[config.mk]
export PLATFORM = sky130hd
export DESIGN_NAME = bfha_seq
export DESIGN_NICKNAME = d
export VERILOG_FILES = /design/src/design/bfha_pkg.sv /design/src/design/bfha_seq.sv
export SDC_FILE = /design/constraint.sdc
export NUM_CORES = 1
export LEC_CHECK = 0
export ABC_AREA = 1
export ABC_CLOCK_PERIOD_IN_PS = 7880
export BUFFER_PORTS_ARGS = -buffer_cell sky130_fd_sc_hd__buf_4
export CAP_MARGIN = 10
export CORE_MARGIN = 2
export CORE_UTILIZATION = 40
export DETAILED_ROUTE_END_ITERATION = 12
export SLEW_MARGIN = 10
export SYNTH_ARGS = -nofsm -noshare
export SYNTH_HDL_FRONTEND = slang
export SYNTH_SLANG_ARGS = --single-unit
[constraint.sdc]
create_clock -name i_clk -period 7.88 [get_ports i_clk]
set_input_delay 0 -clock i_clk [delete_from_list [all_inputs] [get_ports i_clk]]
set_output_delay 0 -clock i_clk [all_outputs]
set_load 0.05 [all_outputs]
[src/design/bfha_pkg.sv]
package bfha_pkg;

    localparam int ARENA_BYTES = 65536;
    localparam int HDR_BYTES   = 16;
    localparam int IDX_W       = 14;
    localparam int DEPTH       = 1 << IDX_W;
    localparam int SZ_W        = 16;
    localparam int REQ_W       = 17;
    localparam int OFS_W       = 16;

    typedef enum logic [1:0] {
        OP_ALLOC  = 2'd0,
        OP_FREE   = 2'd1,
        OP_RESIZE = 2'd2,
        OP_INIT   = 2'd3
    } t_op;

    typedef struct packed {
        logic [SZ_W-1:0]  size;
        logic             used;
        logic [IDX_W-1:0] prev;
        logic             has_prev;
        logic [IDX_W-1:0] next;
        logic             has_next;
    } t_hdr;

    typedef struct packed {
        logic             we;
        logic [IDX_W-1:0] waddr;
        t_hdr             wdata;
        logic [IDX_W-1:0] raddr;
    } t_mem_req;

    typedef struct packed {
        logic             status;
        logic [OFS_W-1:0] result_offset;
        logic             moved;
        logic [SZ_W-1:0]  copy_bytes;
    } t_res;

    typedef enum logic [4:0] {
        S_IDLE,
        S_WALK,
        S_AL_ST,
        S_AL_LD,
        S_RZ_N,
        S_RZ_P,
        S_FR_B,
        S_FR_P,
        S_FR_NX,
        S_FR_N,
        S_FR_WR,
        S_SPL,
        S_SPL_F,
        S_SPL_WN,
        S_SP_WR,
        S_INIT,
        S_CONT,
        S_DONE
    } t_state;

    typedef enum logic [1:0] {
        C_DONE,
        C_ALLOC,
        C_FREE
    } t_cont;

    function automatic logic [REQ_W-1:0] round_size(input logic [OFS_W-1:0] r);
        logic [REQ_W-1:0] s;
        s = {1'b0, r} + REQ_W'(3);
        return {s[REQ_W-1:2], 2'b00};
    endfunction

endpackage

[src/design/bfha_seq.sv]
module bfha_seq (
    input  logic                        i_clk,
    input  logic                        i_rst_n,
    input  logic                        i_valid,
    output logic                        o_ready,
    input  bfha_pkg::t_op               i_op,
    input  logic [bfha_pkg::OFS_W-1:0]  i_ptr,
    input  logic [bfha_pkg::OFS_W-1:0]  i_req,
    input  logic [bfha_pkg::REQ_W-1:0]  i_arena,
    output bfha_pkg::t_mem_req          o_mem,
    input  bfha_pkg::t_hdr              i_q,
    output logic                        o_done,
    output bfha_pkg::t_res              o_res,
    input  logic                        i_out_free
);
    import bfha_pkg::*;

    t_state           r_st, n_st;
    t_state           r_spret, n_spret;
    t_cont            r_cont, n_cont;
    t_op              r_op, n_op;
    logic [OFS_W-1:0] r_ptr, n_ptr;
    logic [REQ_W-1:0] r_sz, n_sz;
    logic [IDX_W-1:0] r_b, n_b;
    logic [IDX_W-1:0] r_own, n_own;
    logic [IDX_W-1:0] r_i, n_i;
    logic [IDX_W-1:0] r_x, n_x;
    logic [IDX_W-1:0] r_best, n_best;
    logic [IDX_W-1:0] r_spa, n_spa;
    logic [IDX_W-1:0] r_spv, n_spv;
    logic [SZ_W-1:0]  r_bsz, n_bsz;
    logic [SZ_W-1:0]  r_old, n_old;
    logic             r_found, n_found;
    logic             r_lookup, n_lookup;
    logic             r_move, n_move;
    t_hdr             r_hb, n_hb;
    t_hdr             r_hx, n_hx;
    t_res             r_res, n_res;

    logic [REQ_W-1:0] eff;
    logic [REQ_W-1:0] init_sz;
    logic [REQ_W-1:0] rem;
    logic [REQ_W:0]   nw;
    logic [REQ_W:0]   sum;
    logic             cand;
    logic             nf;
    logic [IDX_W-1:0] nb;
    t_hdr             h;

    always_ff @(posedge i_clk) begin
        if (!i_rst_n) begin
            r_st <= S_IDLE;
        end else begin
            r_st <= n_st;
        end
        r_spret  <= n_spret;
        r_cont   <= n_cont;
        r_op     <= n_op;
        r_ptr    <= n_ptr;
        r_sz     <= n_sz;
        r_b      <= n_b;
        r_own    <= n_own;
        r_i      <= n_i;
        r_x      <= n_x;
        r_best   <= n_best;
        r_spa    <= n_spa;
        r_spv    <= n_spv;
        r_bsz    <= n_bsz;
        r_old    <= n_old;
        r_found  <= n_found;
        r_lookup <= n_lookup;
        r_move   <= n_move;
        r_hb     <= n_hb;
        r_hx     <= n_hx;
        r_res    <= n_res;
    end

    always_comb begin
        n_st = r_st;  n_spret = r_spret;  n_cont = r_cont;  n_op = r_op;
        n_ptr = r_ptr;  n_sz = r_sz;  n_b = r_b;  n_own = r_own;  n_i = r_i;
        n_x = r_x;  n_best = r_best;  n_spa = r_spa;  n_spv = r_spv;
        n_bsz = r_bsz;  n_old = r_old;  n_found = r_found;  n_lookup = r_lookup;
        n_move = r_move;  n_hb = r_hb;  n_hx = r_hx;  n_res = r_res;
        o_mem = '0;
        o_ready = 1'b0;
        o_done = 1'b0;
        h = i_q;
        eff = (i_arena > REQ_W'(ARENA_BYTES)) ? REQ_W'(ARENA_BYTES) : i_arena;
        eff = {eff[REQ_W-1:2], 2'b00};
        init_sz = (eff >= REQ_W'(HDR_BYTES)) ? eff - REQ_W'(HDR_BYTES) : '0;
        rem = {1'b0, r_hb.size} - r_sz;
        nw = {{(REQ_W+1-IDX_W){1'b0}}, r_b} + (REQ_W+1)'(({1'b0, r_sz} + (REQ_W+1)'(HDR_BYTES)) >> 2);
        sum = '0;
        cand = !i_q.used && ({1'b0, i_q.size} >= r_sz) && (!r_found || i_q.size < r_bsz);
        nf = r_found | cand;
        nb = cand ? r_i : r_best;

        unique case (r_st)
            S_IDLE: begin
                o_ready = 1'b1;
                if (i_valid) begin
                    n_op = i_op;
                    n_ptr = i_ptr;
                    n_sz = round_size(i_req);
                    n_own = IDX_W'((i_ptr - OFS_W'(HDR_BYTES)) >> 2);
                    n_move = 1'b0;
                    n_res = '0;
                    n_cont = C_DONE;
                    n_i = '0;
                    n_found = 1'b0;
                    o_mem.raddr = '0;
                    unique case (i_op)
                        OP_INIT: begin
                            n_st = S_INIT;
                        end
                        OP_ALLOC: begin
                            n_lookup = 1'b0;
                            n_st = S_WALK;
                        end
                        OP_FREE, OP_RESIZE: begin
                            if (i_ptr == '0) begin
                                n_lookup = 1'b0;
                                n_st = (i_op == OP_FREE) ? S_DONE : S_WALK;
                            end else if (i_ptr < OFS_W'(HDR_BYTES) || i_ptr[1:0] != 2'b00) begin
                                n_res.status = (i_op == OP_RESIZE);
                                n_st = S_DONE;
                            end else begin
                                n_lookup = 1'b1;
                                n_st = S_WALK;
                            end
                        end
                        default: n_st = S_IDLE;
                    endcase
                end
            end
            S_WALK: begin
                if (r_lookup) begin
                    if (r_i == r_own) begin
                        if (!i_q.used) begin
                            n_res.status = (r_op == OP_RESIZE);
                            n_st = S_DONE;
                        end else if (r_op == OP_FREE) begin
                            o_mem.raddr = r_own;
                            n_st = S_FR_B;
                        end else if (r_sz == '0) begin
                            n_cont = C_ALLOC;
                            o_mem.raddr = r_own;
                            n_st = S_FR_B;
                        end else begin
                            n_hb = i_q;
                            n_b = r_own;
                            if ({1'b0, i_q.size} >= r_sz) begin
                                n_res.result_offset = r_ptr;
                                n_st = S_SPL;
                            end else if (i_q.has_next) begin
                                o_mem.raddr = i_q.next;
                                n_st = S_RZ_N;
                            end else begin
                                n_old = i_q.size;
                                n_move = 1'b1;
                                n_st = S_AL_ST;
                            end
                        end
                    end else if (!i_q.has_next) begin
                        n_res.status = (r_op == OP_RESIZE);
                        n_st = S_DONE;
                    end else begin
                        o_mem.raddr = i_q.next;
                        n_i = i_q.next;
                    end
                end else begin
                    n_found = nf;
                    n_best = nb;
                    if (cand) begin
                        n_bsz = i_q.size;
                    end
                    if (i_q.has_next) begin
                        o_mem.raddr = i_q.next;
                        n_i = i_q.next;
                    end else if (nf) begin
                        o_mem.raddr = nb;
                        n_st = S_AL_LD;
                    end else if (r_move && r_hb.has_prev) begin
                        o_mem.raddr = r_hb.prev;
                        n_st = S_RZ_P;
                    end else begin
                        n_res.status = 1'b1;
                        n_st = S_DONE;
                    end
                end
            end
            S_AL_ST: begin
                o_mem.raddr = '0;
                n_i = '0;
                n_found = 1'b0;
                n_lookup = 1'b0;
                n_st = S_WALK;
            end
            S_AL_LD: begin
                h.used = 1'b1;
                n_hb = h;
                n_b = r_best;
                n_res.result_offset = {r_best, 2'b00} + OFS_W'(HDR_BYTES);
                if (r_move) begin
                    n_res.moved = 1'b1;
                    n_res.copy_bytes = r_old;
                    n_cont = C_FREE;
                end else begin
                    n_cont = C_DONE;
                end
                n_st = S_SPL;
            end
            S_RZ_N: begin
                sum = {2'b00, r_hb.size} + {2'b00, i_q.size} + (REQ_W+1)'(HDR_BYTES);
                if (!i_q.used && sum >= {1'b0, r_sz}) begin
                    h = r_hb;
                    h.size = SZ_W'(sum);
                    h.next = i_q.next;
                    h.has_next = i_q.has_next;
                    n_hb = h;
                    n_res.result_offset = r_ptr;
                    if (i_q.has_next) begin
                        o_mem.raddr = i_q.next;
                        n_spa = i_q.next;
                        n_spv = r_b;
                        n_spret = S_SPL;
                        n_st = S_SP_WR;
                    end else begin
                        n_st = S_SPL;
                    end
                end else begin
                    n_old = r_hb.size;
                    n_move = 1'b1;
                    n_st = S_AL_ST;
                end
            end
            S_RZ_P: begin
                sum = {2'b00, r_old} + {2'b00, i_q.size} + (REQ_W+1)'(HDR_BYTES);
                if (!i_q.used && sum >= {1'b0, r_sz}) begin
                    h.size = SZ_W'(sum);
                    h.next = r_hb.next;
                    h.has_next = r_hb.has_next;
                    h.used = 1'b1;
                    n_hb = h;
                    n_b = r_hb.prev;
                    n_res.result_offset = {r_hb.prev, 2'b00} + OFS_W'(HDR_BYTES);
                    n_res.moved = 1'b1;
                    n_res.copy_bytes = r_old;
                    n_cont = C_DONE;
                    if (r_hb.has_next) begin
                        o_mem.raddr = r_hb.next;
                        n_spa = r_hb.next;
                        n_spv = r_hb.prev;
                        n_spret = S_SPL;
                        n_st = S_SP_WR;
                    end else begin
                        n_st = S_SPL;
                    end
                end else begin
                    n_res.status = 1'b1;
                    n_st = S_DONE;
                end
            end
            S_FR_B: begin
                h.used = 1'b0;
                n_hb = h;
                n_b = r_own;
                if (i_q.has_prev) begin
                    o_mem.raddr = i_q.prev;
                    n_st = S_FR_P;
                end else begin
                    n_st = S_FR_NX;
                end
            end
            S_FR_P: begin
                n_st = S_FR_NX;
                if (!i_q.used) begin
                    h.size = i_q.size + r_hb.size + SZ_W'(HDR_BYTES);
                    h.next = r_hb.next;
                    h.has_next = r_hb.has_next;
                    n_hb = h;
                    n_b = r_hb.prev;
                    if (r_hb.has_next) begin
                        o_mem.raddr = r_hb.next;
                        n_spa = r_hb.next;
                        n_spv = r_hb.prev;
                        n_spret = S_FR_NX;
                        n_st = S_SP_WR;
                    end
                end
            end
            S_FR_NX: begin
                if (r_hb.has_next) begin
                    o_mem.raddr = r_hb.next;
                    n_st = S_FR_N;
                end else begin
                    n_st = S_FR_WR;
                end
            end
            S_FR_N: begin
                n_st = S_FR_WR;
                if (!i_q.used) begin
                    h = r_hb;
                    h.size = r_hb.size + i_q.size + SZ_W'(HDR_BYTES);
                    h.next = i_q.next;
                    h.has_next = i_q.has_next;
                    n_hb = h;
                    if (i_q.has_next) begin
                        o_mem.raddr = i_q.next;
                        n_spa = i_q.next;
                        n_spv = r_b;
                        n_spret = S_FR_WR;
                        n_st = S_SP_WR;
                    end
                end
            end
            S_FR_WR: begin
                o_mem.we = 1'b1;
                o_mem.waddr = r_b;
                o_mem.wdata = r_hb;
                n_st = S_CONT;
            end
            S_SPL: begin
                o_mem.we = 1'b1;
                o_mem.waddr = r_b;
                if ({1'b0, r_hb.size} < r_sz || rem <= REQ_W'(HDR_BYTES)
                        || nw >= (REQ_W+1)'(DEPTH)) begin
                    o_mem.wdata = r_hb;
                    n_st = S_CONT;
                end else begin
                    h.size = SZ_W'(rem - REQ_W'(HDR_BYTES));
                    h.used = 1'b0;
                    h.prev = r_b;
                    h.has_prev = 1'b1;
                    h.next = r_hb.next;
                    h.has_next = r_hb.has_next;
                    n_hx = h;
                    n_x = nw[IDX_W-1:0];
                    h = r_hb;
                    h.size = r_sz[SZ_W-1:0];
                    h.next = nw[IDX_W-1:0];
                    h.has_next = 1'b1;
                    o_mem.wdata = h;
                    if (r_hb.has_next) begin
                        o_mem.raddr = r_hb.next;
                        n_st = S_SPL_F;
                    end else begin
                        n_st = S_SPL_WN;
                    end
                end
            end
            S_SPL_F: begin
                n_st = S_SPL_WN;
                if (i_q.used) begin
                    h.prev = r_x;
                    o_mem.we = 1'b1;
                    o_mem.waddr = r_hx.next;
                    o_mem.wdata = h;
                end else begin
                    h = r_hx;
                    h.size = r_hx.size + i_q.size + SZ_W'(HDR_BYTES);
                    h.next = i_q.next;
                    h.has_next = i_q.has_next;
                    n_hx = h;
                    if (i_q.has_next) begin
                        o_mem.raddr = i_q.next;
                        n_spa = i_q.next;
                        n_spv = r_x;
                        n_spret = S_SPL_WN;
                        n_st = S_SP_WR;
                    end
                end
            end
            S_SPL_WN: begin
                o_mem.we = 1'b1;
                o_mem.waddr = r_x;
                o_mem.wdata = r_hx;
                n_st = S_CONT;
            end
            S_SP_WR: begin
                h.prev = r_spv;
                o_mem.we = 1'b1;
                o_mem.waddr = r_spa;
                o_mem.wdata = h;
                n_st = r_spret;
            end
            S_INIT: begin
                h = '0;
                h.size = init_sz[SZ_W-1:0];
                o_mem.we = 1'b1;
                o_mem.waddr = '0;
                o_mem.wdata = h;
                n_st = S_DONE;
            end
            S_CONT: begin
                unique case (r_cont)
                    C_ALLOC: begin
                        n_cont = C_DONE;
                        n_move = 1'b0;
                        n_st = S_AL_ST;
                    end
                    C_FREE: begin
                        n_cont = C_DONE;
                        o_mem.raddr = r_own;
                        n_st = S_FR_B;
                    end
                    default: n_st = S_DONE;
                endcase
            end
            S_DONE: begin
                o_done = 1'b1;
                if (i_out_free) begin
                    n_st = S_IDLE;
                end
            end
            default: n_st = S_IDLE;
        endcase
    end

    assign o_res = r_res;

endmodule

# After elaboration in Yosys (flattened, before gate mapping)
# Index checks and enable logic that the tools add are counted.
# op_classes
addsub	17
order_cmp	10
eq_ne	62
mux	174
n_bitwise	8
n_reduce_logical	57
# op_table
cell	count
$mux W14	44
$mux W47	12
$pmux W62 S6	1
$pmux W47 S7	1
$mux W16	16
$pmux W14 S5	2
$pmux W14 S9	1
$mux W5	24
$pmux W47 S2	1
$pmux W5 S17	1
$pmux W16 S5	1
$add A16 B5 Y16 const B	4
$mux W62	1
$ne A2 B2 Y1 const B	29
$pmux W14 S4	1
$add A17 B5 Y18 const B	3
$pmux W17 S3	1
$sub A16 B5 Y16 const B	3
$pmux W14 S3	1
$eq A5 B4 Y1 const B	8
$reduce_and A10 Y1	4
$ge A18 B17 Y1	2
$add A16 B16 Y17	2
$mux W17	2
other kinds (59)	163
# totals
reg_bits	306
input_bits	102
word_cells	362

# Logic depth before layout (Yosys ltp)
# Gate-level depths: netlist (run 1).
# depth
ltp_word	8
depth_mapped	32
depth_no_buf	31

# Least setup slack after synthesis (run 1)
# No wires, ideal clock.
# synth_path
path_kind	flip-flop to flip-flop
start	register r_old[1]
end	register r_res (netlist bit o_res[17]), enable pin
setup_ns	0.430
arrival_time_ns	4.973
t_required_ns	7.450
setup_slack_ns	2.477
stages_incl_launch_ff	25
n_path_buf	0
period_less_slack_ns	5.403
path_cell_list	edfxtp_1 -> ha_1 -> ha_1 -> inv_1 -> fa_1 -> nand3b_1 -> nand2_1 -> nand2_1 -> o211ai_1 -> a31oi_1 -> nand2_1 -> nand3b_1 -> nand2_1 -> xor2_1 -> ha_1 -> nand2_1 -> nor4_1 -> a31oi_1 -> nand2_1 -> nand2_1 -> a21oi_1 -> nor2_1 -> inv_1 -> nand2_1 -> nor4_1
# synth_between
elab_chain_cells	6
# synth_rtl
item	line_no	text
start, declared	bfha_seq.sv:32	logic [SZ_W-1:0] r_old, n_old;
start signal, assigned	bfha_seq.sv:69	r_old <= n_old;
$add A16 B16 Y17	bfha_seq.sv:238	sum = {2'b00, r_old} + {2'b00, i_q.size} + (REQ_W+1)'(HDR_BYTES);
$add A17 B5 Y18	bfha_seq.sv:238	
$ge A18 B17 Y1	bfha_seq.sv:239	if (!i_q.used && sum >= {1'b0, r_sz}) begin
$logic_and A1 B1 Y1	bfha_seq.sv:239	
$ne A2 B2 Y1 (no line)	n/a	
$reduce_and A10 Y1 (no line)	n/a	
end signal, assigned	bfha_seq.sv:75	r_res <= n_res;
end, declared	bfha_seq.sv:38	t_res r_res, n_res;
# No other way between the ends.
# A chain may end at the register's enable or synchronous reset.

==> results of run 1 <==
[final cells by class]
type	instances	area share (%)
inverters	414	5.64
repair buffers	337	10.0
clock buffers	45	3.61
multi-input cells	2074	44.3
flip-flops and latches	300	32.4
clock inverters	21	0.566
well taps	765	3.46
[worst max-delay path by stage]
stage	cells past startpoint	from	endpoint
after CTS	31	r_hb[34]	o_mem[10]
after floorplan	24	r_old[1]	o_res[17]
after detailed placement	29	r_hb[34]	r_old[13]
after global routing	31	r_hb[34]	o_mem[10]
final	31	r_hb[34]	o_mem[10]
after global placement	29	r_hb[34]	r_old[14]
[worst reg2reg max path: cells and delay by family, from the launching register on]
family | cells | cell delay, ns
adder cells (fa/ha/maj) | 3 | 0.97
flip-flops | 1 | 0.50
buffers and inverters | 4 | 1.33
AND/OR/NAND/NOR | 17 | 1.58
AO/OA/AOI/OAI | 5 | 1.05
[metrics by stage]
stage                     setup slack [ns]  instance area, um^2  util (%)
after global placement                2.14                25500      44.5
after global routing                  1.61                27600      48.2
after CTS                             2.06                27600      48.2
after floorplan                       2.48                23100         -
final                                 1.97                27600      48.2
after detailed placement              2.16                25500      44.5
[repair_timing]
| item | 4_1_cts | 5_1_grt |
|---|---|---|
| setup endpoints to repair | 0 | 0 |
| endpoints found under the hold margin | 143 | 0 |
| hold buffers | 96 | 0 |
[logic make-up after synthesis]
logic type / Yosys count / synth area share [%]
compound gates: 523 / 14.7
xor+xnor: 87 / 3.40
fa+ha+maj: 197 / 10.9
buf+inv: 500 / 8.46
flops: 300 / 38.8
simple gates: 1267 / 23.7
[state kept, by name, summed over array words and instances (netlist names), 15 cells and up]
register and cells:
r_ptr 16, o_res 34, r_old 16, r_hb 47, r_hx 45, r_sz 15, r_bsz 16
[cells in the mapped netlist, drive strengths merged, types with 2 or more instances]
cell	count
a21o	4
o21a	3
a221o	2
a22oi	35
nand3b	16
nand4	49
o31ai	5
and2	17
buf	31
xor2	51
o211ai	56
o21ai	143
a32o	2
a211oi	6
dfxtp	5
nand2	680
fa	5
or2	8
edfxtp	295
ha	192
a31oi	12
o22ai	25
xnor2	36
and3	2
o221ai	34
nor2	289
nor3	39
o21bai	19
o41ai	2
nor4	15
a2111oi	3
a21oi	126
inv	413
o2111ai	26
a221oi	17
nand3	150
clkbuf	55
[routing by layer]
| metal | GRT usage, % | routed length [um] |
|---|---|---|
| met2 | 46.8 | 40900 |
| met5 | 0 | 0 |
| met3 | 4.87 | 8700 |
| met1 | 42.6 | 39900 |
| met4 | 12.6 | 4050 |
[where the power goes]
group	leakage [uW]	total, uW	internal, uW	switching [uW]
registers	0.00278	2850	2510	340
logic	0.00895	5710	1750	3960
clock network	0.000549	1690	942	743
==> reports/results.ini, run 1 <==
[pwr]
total_power_uw = 10200
ir_drop_mv = 0.182
powerDensity_nw_per_um2 = 371
leakage_uw = 0.0123

[drt]
drt-initial-drc-count = 2801
drt_wl_total_um = 93500
vias = 22800
firstDrtPassIters = 6
ant_nets = 0
via_per_inst = 5.77
wl_per_cell_um = 23.6
drc = 0

[global_routing]
antenna_found_initial = 0
grt_overflow = 0
grt_pass1_wl_um = 136000
grt_pass1_vias = 22000
grt_max_degree = 60
grtUsageTotal_pct = 30.5

[sta]
hold_violations = 0
fin_tns_setup_ns = 0
fmax_mhz = 169
slew_headroom_pct = 16.4
setup_viol = 0
fin_worst_skew_ns = 0.0362
finalCritPeriodShare_pct = 75.0
rsz0062_at_grt = no
finalMaxSlewViolations = 0
fin_hold_ws_ns = 0.0741
min_period_ns = 5.91
worstMarginPinSlew_ns = 1.24

[synth]
synth.distinct_cells = 64
synth-edff-count = 295
synthFlopType = edfxtp_1
yosysWarnings = 0
synth_area_leader_cell = edfxtp_1
synthArstFlopShare_pct = 0
seq_area_frac_synth_pct = 38.8
syn_area_um2 = 23100
syn_nets = 3173
synth.top_cell.area_share_pct = 38.4
post_synth_inst_count = 2874
ys_seq_elements = 300
syn_area_per_cell_um2 = 8.02
synth_area_leaders = edfxtp_1 (38%), nand2_1 (11%), ha_1 (10%), inv_1 (6.5%), nor2_1 (4.5%)

[worst_hold_path]
whs_endpoint = r_lookup
hp-class = in -> reg
min_path_cells = 3
hp-start = i_valid

[setup_path]
r2r_slack_ns = 2.07
r2r_end = r_old[15]
critPathRequiredTime_ns = 7.88
path_common_cell = nand2_1
end_kind = primary output
rr_startpoint = r_hb[34]
critPathSlowestCell = inv_1
critPathBufInv = 4
cp_max_fo = 15
criticalPathCategory = reg -> out
slowest_delay_ns = 0.64
rr_worst_depth = 29
start_kind = flip-flop
cpLargestDelayFamily = simple AND/OR/NAND/NOR gates
cp_data_arrival_time_ns = 5.91

[layout]
fill_cells = 5615
multi_input_area_um2 = 12200
final_common_cell = nand2_1
diodes = 0
syn_to_final_growth_pct = 19.8
regArea_um2 = 8960
fin_cells = 3956
final_cell_mix = nand2_1 (666), inv_1 (399), edfxtp_1 (295)
drive_gt1_share_pct = 12.3
nNetsFinal = 3464

[floorplan]
die_h_um = 244
die-area_um2 = 59600
rows = 88
core_um2 = 57400
die_x_um = 244
ios = 214
start_util_pct = 40.2

[clock_tree]
clk_pin_slew_ns = 0.06
clk_path_buf_depth = 3
cts_tree = yes
root_buffer = clkbuf_16
insertion_delay_ns = 0.57
cts.repair.resized = 0
h-tree-depth = 2
post_cts_buffers = 0
clock-sinks = 300
cts_made_buffers = 38

[run_status]
outcome = finished, final reports clean

[placement]
numPortBuffers = 213
place_hpwl_um = 71500
place_inst = 3794
gp_congestion = 0.952

[flow_run]
maxCapViolCount = 0

(Power assumes the default switching activity.)
==> run 2: changes to the inputs <==
--- a/config.mk
+++ b/config.mk
@@ -5,8 +5,8 @@
 export SDC_FILE = /design/constraint.sdc
 export NUM_CORES = 1
 export LEC_CHECK = 0
-export ABC_AREA = 1
-export ABC_CLOCK_PERIOD_IN_PS = 7880
+export ABC_AREA = 0
+export ABC_CLOCK_PERIOD_IN_PS = 5700
 export BUFFER_PORTS_ARGS = -buffer_cell sky130_fd_sc_hd__buf_4
 export CAP_MARGIN = 10
 export CORE_MARGIN = 2
==> constraint.sdc (replaced) <==
create_clock -name i_clk -period 5.7 [get_ports i_clk]
set_input_delay 0 -clock i_clk [delete_from_list [all_inputs] [get_ports i_clk]]
set_output_delay 0 -clock i_clk [all_outputs]
set_load 0.05 [all_outputs]
==> run 2 against run 1 <==
Clock power up 47%. Clock skew down 0.0034 ns. Area after synthesis down 7.3%. Register-to-register slack worse by 1.5 ns. First-iteration DRC count down 9.1%. Non-clock buffer count up 36. Global-route usage down 2.3 points. Critical path type unchanged.
==> reports/results.ini, run 2 <==
[clock_tree]
root_buffer = clkbuf_16
insertion_delay_ns = 0.57
cts_tree = yes
clk_pin_slew_ns = 0.06
h-tree-depth = 2
cts_made_buffers = 38
clock-sinks = 300
clk_path_buf_depth = 3

[synth]
synth.most_common_cell = edfxtp_1
synth-edff-count = 295
synth_area_leader_cell = edfxtp_1
synth_area_leaders = edfxtp_1 (41%), ha_1 (11%), nand2_1 (5.0%), a222oi_1 (3.4%), xnor2_1 (3.3%)
synth.top_cell.area_share_pct = 41.4
syn_area_per_cell_um2 = 9.95
synthFlopType = edfxtp_1
synth.distinct_cells = 86
ys_seq_elements = 300
post_synth_inst_count = 2149
synthArstFlopShare_pct = 0
yosysWarnings = 0
synth_common_cells = edfxtp_1 (295), nand2_1 (287), ha_1 (192)
syn_nets = 2448
seq_area_frac_synth_pct = 41.9
syn_area_um2 = 21400

[flow_run]
maxCapViolCount = 0

[layout]
design_area_um2 = 26400
syn_to_final_growth_pct = 23.7
top_register = r_hb
largest_reg_flops = 47
fin_cells = 3185
final_cell_mix = edfxtp_1 (295), nand2_1 (287), buf_4 (278)
final_common_cell = edfxtp_1
nNetsFinal = 2769
drive_gt1_share_pct = 16.5
fill_cells = 4811

[sta]
fin_worst_skew_ns = 0.0328
worstMarginPinSlew_ns = 1.16
hold_violations = 0
fmax_mhz = 180
finalMaxSlewViolations = 0
slew_headroom_pct = 22.6
setup_ws_ns = 0.146
min_period_ns = 5.55
fin_tns_setup_ns = 0
finalCritPeriodShare_pct = 97.4
setup_viol = 0
fin_hold_ws_ns = 0.146

[setup_path]
critPathSlowestCell = edfxtp_1
cp_max_fo = 3
start_kind = flip-flop
criticalPathCategory = reg -> out
cp_data_arrival_time_ns = 5.55
end_kind = primary output
crit_chain = ha_1 -> ha_1 -> inv_1 -> fa_1 -> nor2b_2 -> o31ai_4 -> a211oi_2 -> nor3_2 -> o21bai_1 -> a21oi_2 -> xnor2_1 -> ha_1 -> a211o_1 -> a21oi_1 -> o21ai_0 -> o311ai_1 -> o311ai_2 -> a211oi_2 -> o22ai_2 -> a2111oi_2 -> o21ai_2 -> buf_4
critPathRequiredTime_ns = 5.70
slowest_delay_ns = 0.42
path_common_cell = ha_1

[global_routing]
grt_pass1_wl_um = 119000
antenna_found_initial = 0
grt_overflow = 0
grt_max_degree = 46
grt_pass1_vias = 18900
grtUsageTotal_pct = 28.2

[pwr]
leakage_uw = 0.0110
powerDensity_nw_per_um2 = 586
ir_drop_mv = 0.224

[placement]
preCtsSetupSlack_ns = 0.175
gp_congestion = 0.955
numPortBuffers = 213
place_hpwl_um = 60400
place_area_um2 = 24000
place_inst = 3020

[floorplan]
rows = 84
core_um2 = 52700
start_util_pct = 40.6
ios = 214
die_h_um = 235
die-area_um2 = 55300
die_x_um = 235

[run_status]
outcome = finished, final reports clean

[drt]
ant_nets = 0
drt_wl_total_um = 80500
via_per_inst = 6.15
drc = 0
drt-initial-drc-count = 2546
firstDrtPassIters = 10
vias = 19600
wl_per_cell_um = 25.3

[worst_hold_path]
hp-class = in -> reg

==> run 2: changes by cell type after synthesis, sizes merged, moves of 47 or more <==
cell,previous run,this run
nand2,680,287
inv,413,122
nor2,289,122
nand3,150,39
a222oi,0,73
a221o,2,49
o211ai,56,9
==> run 2: layout make-up <==
cell class                 count  area, um^2  area share, %
multi-input combinational   1635       11900           44.9
sequential                   300        8960           33.9
timing repair buffer         373        3040           11.5
clock buffer                  43         991           3.75
tap                          688         861           3.26
inverter                     122         458           1.73
clock inverter                23         273           1.03
antenna                        1        2.50        0.00946
==> run 2: kinds of logic after synthesis <==
| logic type | count (synthesis) | share of synthesized area [%] |
|---|---|---|
| AO/OA/AOI/OAI | 560 | 19.7 |
| XOR/XNOR | 126 | 5.16 |
| adder cells (fa/ha/maj) | 197 | 11.7 |
| buffers and inverters | 214 | 3.83 |
| flip-flops | 300 | 41.9 |
| multiplexers | 28 | 1.40 |
| AND/OR/NAND/NOR | 724 | 16.3 |
==> run 2: report_power, final <==
group	leakage [uW]	switching [uW]	internal (uW)	total [uW]
clock network	0.000615	1010	1490	2490
logic	0.00758	5350	3150	8500
registers	0.00279	844	3650	4490
==> run 2: repair_timing <==
action                                  in CTS  in global routing
gates resized for setup                      9                 28
endpoints found under the hold margin      160                  1
buffers inserted                             0                  4
hold buffers                                93                  1
endpoints found under the setup margin      14                 14
pin swaps                                    1                 17
==> run 2: final timing paths <==
kind                            slack [ns]  depth (start not counted)     start    endpoint
worst min register to register        0.53                          2  r_ptr[8]   o_res[25]
worst max-delay path                  0.15                         22  r_hb[32]   o_mem[12]
worst max register to register        0.60                         19  r_old[1]  r_spret[0]
worst min-delay path                  0.15                          5  i_req[2]     r_sz[6]
==> run 2: layer usage <==
| metal | share of wire (%) | global-route usage, % | wire [um] | vias up |
|---|---|---|---|---|
| li1 | - | - | - | 8876 |
| met1 | 43 | 40.9 | 35000 | 9445 |
| met2 | 42 | 41.1 | 33700 | 1138 |
| met3 | 12 | 7.38 | 9470 | 130 |
| met4 | 2.9 | 8.25 | 2350 | 0 |
| met5 | 0 | 0 | 0 | - |
==> run 2: metrics by stage <==
step / total power (uW) / util, %
3_3_place_gp: 12300 / 45.6
2_1_floorplan: 9750 / -
5_1_grt: 16300 / 50.2
6_report: 15500 / 50.2
4_1_cts: 15100 / 49.9
3_5_place_dp: 12400 / 45.6
==> run 2: worst max-delay path: cells and delay by family (launching register included) <==
kind            cells  cell delay, ns
compound gates     13            2.68
xor+xnor            1            0.15
fa+ha+maj           4            1.09
buf+inv             2            0.28
flops               1            0.42
simple gates        2            0.32
